## src/ssm_pkg.sv

```systemverilog
// ----------------------------------------------------------------------------
// Storage statistics merge package
// Shared widths, constants and record types for the statistics merge block.
// ----------------------------------------------------------------------------
package ssm_pkg;

    localparam int SIZE_W  = 32;
    localparam int COUNT_W = 64;
    localparam int NAME_W  = 32;
    localparam int CNT_W   = 16;
    localparam int SHIFT_W = 6;

    localparam int IN_DATA_W  = 448;
    localparam int IN_USER_W  = 2;
    localparam int OUT_DATA_W = 480;

    localparam logic [CNT_W-1:0]   COUNT_MAX  = {CNT_W{1'b1}};
    localparam logic [COUNT_W-1:0] ALL_ONES64 = {COUNT_W{1'b1}};
    localparam logic [SHIFT_W-1:0] NO_GAP     = 6'd32;

    typedef struct packed {
        logic               start_new;
        logic               reply_failed;
        logic [SIZE_W-1:0]  block_size;
        logic [COUNT_W-1:0] free_blocks;
        logic [COUNT_W-1:0] avail_blocks;
        logic [COUNT_W-1:0] total_blocks;
        logic [COUNT_W-1:0] total_files;
        logic [COUNT_W-1:0] free_files;
        logic [NAME_W-1:0]  name_length_max;
        logic [COUNT_W-1:0] max_file_bytes;
    } reply_t;

    typedef struct packed {
        logic [SIZE_W-1:0]  block_size;
        logic [COUNT_W-1:0] free_blocks;
        logic [COUNT_W-1:0] avail_blocks;
        logic [COUNT_W-1:0] total_blocks;
        logic [COUNT_W-1:0] total_files;
        logic [COUNT_W-1:0] free_files;
        logic [NAME_W-1:0]  name_length;
        logic [COUNT_W-1:0] max_file_bytes;
        logic [CNT_W-1:0]   replies_done;
        logic [CNT_W-1:0]   replies_ok;
    } agg_t;

endpackage

```

## src/ssm_merge.sv

```systemverilog
// ----------------------------------------------------------------------------
// Statistics merge step
// Computes the next aggregate from the current aggregate and one reply.
// ----------------------------------------------------------------------------
module ssm_merge (
    input  logic          min_mode,
    input  ssm_pkg::agg_t   agg,
    input  ssm_pkg::reply_t reply,
    output ssm_pkg::agg_t   agg_next
);
    import ssm_pkg::*;

    function automatic logic [4:0] low_index(input logic [SIZE_W-1:0] x);
        logic [4:0] idx;
        idx = 5'd0;
        for (int i = SIZE_W - 1; i >= 0; i--)
        begin
            if (x[i])
            begin
                idx = 5'(i);
            end
        end
        return idx;
    endfunction

    agg_t               base;
    logic [SIZE_W-1:0]  size_or;
    logic [SIZE_W-1:0]  size_rest;
    logic [SHIFT_W-1:0] gap;
    logic [SHIFT_W-1:0] sh;
    logic               agg_smaller;
    logic [COUNT_W-1:0] a_free;
    logic [COUNT_W-1:0] a_avail;
    logic [COUNT_W-1:0] a_total;
    logic [COUNT_W-1:0] r_free;
    logic [COUNT_W-1:0] r_avail;
    logic [COUNT_W-1:0] r_total;
    logic [COUNT_W:0]   files_sum;
    logic [COUNT_W:0]   ffree_sum;

    always_comb
    begin
        base = reply.start_new ? '0 : agg;

        size_or   = base.block_size | reply.block_size;
        size_rest = size_or & (size_or - 1'b1);
        if (size_rest == '0)
        begin
            gap = NO_GAP;
        end
        else
        begin
            gap = {1'b0, low_index(size_rest) - low_index(size_or)};
        end
        sh = (base.block_size != reply.block_size) ? gap : '0;
        agg_smaller = base.block_size < reply.block_size;

        a_free  = agg_smaller ? (base.free_blocks >> sh)  : base.free_blocks;
        a_avail = agg_smaller ? (base.avail_blocks >> sh) : base.avail_blocks;
        a_total = agg_smaller ? (base.total_blocks >> sh) : base.total_blocks;
        r_free  = agg_smaller ? reply.free_blocks  : (reply.free_blocks >> sh);
        r_avail = agg_smaller ? reply.avail_blocks : (reply.avail_blocks >> sh);
        r_total = agg_smaller ? reply.total_blocks : (reply.total_blocks >> sh);

        files_sum = {1'b0, base.total_files} + {1'b0, reply.total_files};
        ffree_sum = {1'b0, base.free_files} + {1'b0, reply.free_files};

        agg_next = base;
        if (!reply.reply_failed)
        begin
            if (base.replies_ok == '0)
            begin
                agg_next.block_size     = reply.block_size;
                agg_next.free_blocks    = reply.free_blocks;
                agg_next.avail_blocks   = reply.avail_blocks;
                agg_next.total_blocks   = reply.total_blocks;
                agg_next.total_files    = reply.total_files;
                agg_next.free_files     = reply.free_files;
                agg_next.name_length    = reply.name_length_max;
                agg_next.max_file_bytes = reply.max_file_bytes;
            end
            else
            begin
                agg_next.block_size = agg_smaller ? reply.block_size : base.block_size;
                if (min_mode)
                begin
                    if (a_avail > r_avail)
                    begin
                        agg_next.free_blocks  = r_free;
                        agg_next.avail_blocks = r_avail;
                    end
                    else
                    begin
                        agg_next.free_blocks  = a_free;
                        agg_next.avail_blocks = a_avail;
                    end
                end
                else
                begin
                    agg_next.free_blocks  = a_free + r_free;
                    agg_next.avail_blocks = a_avail + r_avail;
                end
                agg_next.total_blocks = a_total + r_total;
                agg_next.total_files  = files_sum[COUNT_W] ? ALL_ONES64
                                                           : files_sum[COUNT_W-1:0];
                agg_next.free_files   = ffree_sum[COUNT_W] ? ALL_ONES64
                                                           : ffree_sum[COUNT_W-1:0];
                if (reply.name_length_max < base.name_length)
                begin
                    agg_next.name_length = reply.name_length_max;
                end
                if (reply.max_file_bytes < base.max_file_bytes)
                begin
                    agg_next.max_file_bytes = reply.max_file_bytes;
                end
            end
            if (base.replies_ok != COUNT_MAX)
            begin
                agg_next.replies_ok = base.replies_ok + 1'b1;
            end
        end
        if (base.replies_done != COUNT_MAX)
        begin
            agg_next.replies_done = base.replies_done + 1'b1;
        end
    end

endmodule

```

## config.mk

```make
export PLATFORM = sky130hd
export DESIGN_NAME = ssm_merge
export DESIGN_NICKNAME = d
export VERILOG_FILES = /design/src/ssm_pkg.sv /design/src/ssm_merge.sv
export SDC_FILE = /design/constraint.sdc
export NUM_CORES = 2
export LEC_CHECK = 0
export ABC_AREA = 1
export BUFFER_PORTS_ARGS = -buffer_cell sky130_fd_sc_hd__buf_2
export CAP_MARGIN = 30
export CORE_AREA = 5 5 554 556
export DETAILED_ROUTE_END_ITERATION = 8
export DIE_AREA = 0 0 559 561
export SLEW_MARGIN = 25
export SYNTH_ARGS = -nofsm -noshare
export SYNTH_HDL_FRONTEND = slang
export SYNTH_SLANG_ARGS = --single-unit
```

## constraint.sdc

```tcl
create_clock -name vclk -period 24.5
set_clock_uncertainty 0.2 [all_clocks]
set_input_delay 6.125 -clock vclk [all_inputs]
set_output_delay 6.125 -clock vclk [all_outputs]
set_load 0.05 [all_outputs]
```

==> results.txt <==
----------------------------------------------------
[Outcome]
  Outcome ... finished clean

[Power]
  Worst-case vdd ir drop ... 0.0000375 V
  Areal power density over the cells ... 84.0 nW/um^2
  Final Total Pwr ... 6780 uW
  Leak Pwr ... 0.0429 uW

[STA]
  Final worst-path cycle share ... 96.6%
  Number of endpoints failing setup at the final stage ... 0
  Worst-margin pin slew ... 1230 ps
  Maximum achievable frequency ... 42.3 MHz
  Hold violation total from the final report ... 0
  Pins Over Slew Limit ... 0
  Unrepaired setup endpoints after global routing ... false
  Final critical delay including setup and external delays ... 23,660 ps
  Slew headroom ... 18.0%
  Fin Setup TNS ... 0 ps

[Layout]
  Final-layout fill cell count ... 36,000
  Number of sequential cells ... 0
  Final cell utilization of the core ... 26.8%
  Clock buffer instance count of the final layout ... 0
  Layout Nets ... 15,800
  Fraction of layout cells with a size suffix above 1 ... 14.6%
  Sequential standard cell area ... 0 um^2
  P&R area growth vs syn ... 23.5%

[Die]
  Vertical die dimension ... 561 um
  Horizontal die dimension ... 559 um
  IO Pins ... 1,411
  Number of placement rows ... 202
  Starting Density ... 21.7%
  Core footprint ... 302,000 um^2
  Die area ... 314,000 um^2

[Yosys]
  Synth Area per Inst ... 4.95 um^2
  Synth top area share ... 21.0%
  Sequential cell area fraction in the yosys report ... 0%
  Number of nets produced by synthesis ... 14,700
  Main area contributors after synthesis ... sky130_fd_sc_hd__nand2_1 21%, sky130_fd_sc_hd__o21ai_0 12%, sky130_fd_sc_hd__ha_1 11%
  Cell taking the most area after synthesis ... sky130_fd_sc_hd__nand2_1
  Number of distinct library cells after synthesis ... 67
  Yosys warnings ... 0
  Synth Instances ... 13,200
  Cell area after synthesis ... 65,400 um^2

[Routing]
  Total via count after detailed routing ... 103,000
  Average vias per placed instance ... 5.58
  Detailed Routing Iterations Pass 1 ... 7
  Routed len/inst ... 32.8 um
  WL met2 ... 244 mm
  DRC Markers ... 0
  WL final ... 605 mm
  Top routing layer in use ... met5
  Detailed-routing wirelength on met1 ... 259 mm
  Initial DRC count ... 15,700
  Total length of routed met3 wires ... 66.0 mm
  Antenna Violating Nets Remaining ... 0

[Worst setup path]
  Worst path top cell family by delay ... compound AO/OA/AOI/OAI gates
  Worst Setup Start Kind ... input pin
  Arrival time at the worst endpoint ... 17,330 ps
  Worst EP required ... 18,170 ps
  Cell repeated most along the worst path ... sky130_fd_sc_hd__nand2_1
  Sum of buffers and inverters on the critical path ... 13
  Slowest cell on the critical path ... sky130_fd_sc_hd__fa_1
  Sort of element at the end of the critical path ... output port
  Critical setup path kind ... in -> out
  Maximum fanout along the worst path ... 38
  Longest individual stage delay on the worst path ... 610 ps

[Global route]
  Initial antenna violation count ... 236
  First-pass GRT wire length ... 796 mm
  Total GRT Usage ... 35.9%
  Vias in the first global route ... 92,300
  GRT overflow ... 0
  Largest net degree at the start of global routing ... 221

[Min path]
  Hold Path Class ... in -> out

[Clocking]
  Number of hold buffers added after CTS ... 0

[Flow run]
  # Max-Cap Violations ... 0

[Placed design]
  Buffers added on ports ... 1,411
  Final GP Congestion ... 1.10
  DPL Wire Length ... 520 mm

----------------------------------------------------
-- final timing paths --
kind,start,endpoint,cells after the start
setup / recovery,reply[417],agg_next[307],86
hold / removal,agg[399],agg_next[399],4
-- tightest hold or removal path: stages --
cell and delay [ps]:
sky130_fd_sc_hd__buf_2 90, sky130_fd_sc_hd__nand3_1 70, sky130_fd_sc_hd__nand2_1 110, sky130_fd_sc_hd__buf_12 140
-- kinds of logic (layout without fill, tap and decap cells) --
logic type | count (synthesis) | count (layout) | share of synthesized area (%)
buffers and inverters | 2674 | 3781 | 16.1
other | 0 | 158 | 0
multiplexers | 125 | 125 | 1.91
adder cells (fa/ha/maj) | 556 | 556 | 10.7
XOR/XNOR | 186 | 186 | 2.49
AND/OR/NAND/NOR | 6195 | 6197 | 38.7
AO/OA/AOI/OAI | 3494 | 3494 | 30.1
-- power breakdown --
part,total [uW],internal [uW],switching (uW)
sequential,0,0,0
clock,0.000313,0.000312,0
combinational,6780,1990,4790
-- routing by layer --
metal / vias up / track usage, %
met3: 1135 / 8.91
met1: 48800 / 49.3
met5: - / 0
li1: 46200 / -
met2: 6889 / 52.6
met4: 72 / 16.3
-- Yosys cell counts (all sizes together) (5+ instances only) --
library cell	number
a211oi	43
a21boi	29
a21o	32
a21oi	793
a221o	17
a221oi	68
a22oi	37
a31oi	163
and3	5
buf	372
clkbuf	456
fa	6
ha	550
inv	1844
mux2i	125
nand2	3662
nand3	1141
nand3b	31
nand4	44
nor2	1136
nor3	83
nor4	28
o2111ai	10
o211ai	143
o21a	55
o21ai	1737
o21bai	33
o221a	6
o221ai	58
o22ai	246
o31ai	10
or2	53
xnor2	92
xor2	94
-- cell type report --
cell class,instances,area [um^2],share of cell area (%)
Timing Repair Buffer,1935,13300,16.4
Multi-Input combinational cell,10600,55200,68.3
Antenna cell,158,395,0.489
Inverter,1846,7010,8.67
Tap cell,3978,4980,6.16
-- layout by cell type, fill, tap and decap left out, types with 32 or more instances in the layout --
cell type / n
sky130_fd_sc_hd__a21o_1: 32
sky130_fd_sc_hd__xor2_1: 93
sky130_fd_sc_hd__nand4_1: 44
sky130_fd_sc_hd__a221oi_1: 66
sky130_fd_sc_hd__buf_12: 161
sky130_fd_sc_hd__a22oi_1: 37
sky130_fd_sc_hd__xnor2_1: 92
sky130_fd_sc_hd__buf_2: 1329
sky130_fd_sc_hd__nor3_1: 82
sky130_fd_sc_hd__o22ai_1: 246
sky130_fd_sc_hd__a31oi_1: 162
sky130_fd_sc_hd__nand3_1: 1138
sky130_fd_sc_hd__a21oi_1: 788
sky130_fd_sc_hd__buf_4: 439
sky130_fd_sc_hd__nor2_1: 1118
sky130_fd_sc_hd__or2_2: 47
sky130_fd_sc_hd__o211ai_1: 143
sky130_fd_sc_hd__o21ai_0: 1539
sky130_fd_sc_hd__o21ai_1: 189
sky130_fd_sc_hd__nand2_1: 3644
sky130_fd_sc_hd__ha_1: 549
sky130_fd_sc_hd__o21a_1: 55
sky130_fd_sc_hd__mux2i_1: 125
sky130_fd_sc_hd__o221ai_1: 58
sky130_fd_sc_hd__a211oi_1: 43
sky130_fd_sc_hd__diode_2: 158
sky130_fd_sc_hd__inv_1: 1808
-- repair_timing --
action	CTS	global route
gates resized for setup	0	33
setup endpoints to repair	0	61
setup buffers	0	7
-- per-stage QoR --
stage | instance area (um^2) | hold slack, ps | setup WS, ps | cells
2_1_floorplan | 65500 | 12310 | 5.66 | 13200
3_3_place_gp | 80100 | 12460 | 288 | 18300
3_5_place_dp | 80200 | 12460 | 500 | 18300
4_1_cts | 80200 | 12460 | 476 | 18300
5_1_grt | 80500 | 12490 | 33.1 | 18400
6_report | 80800 | 12450 | 842 | 18500
(Power assumes the default switching activity.)
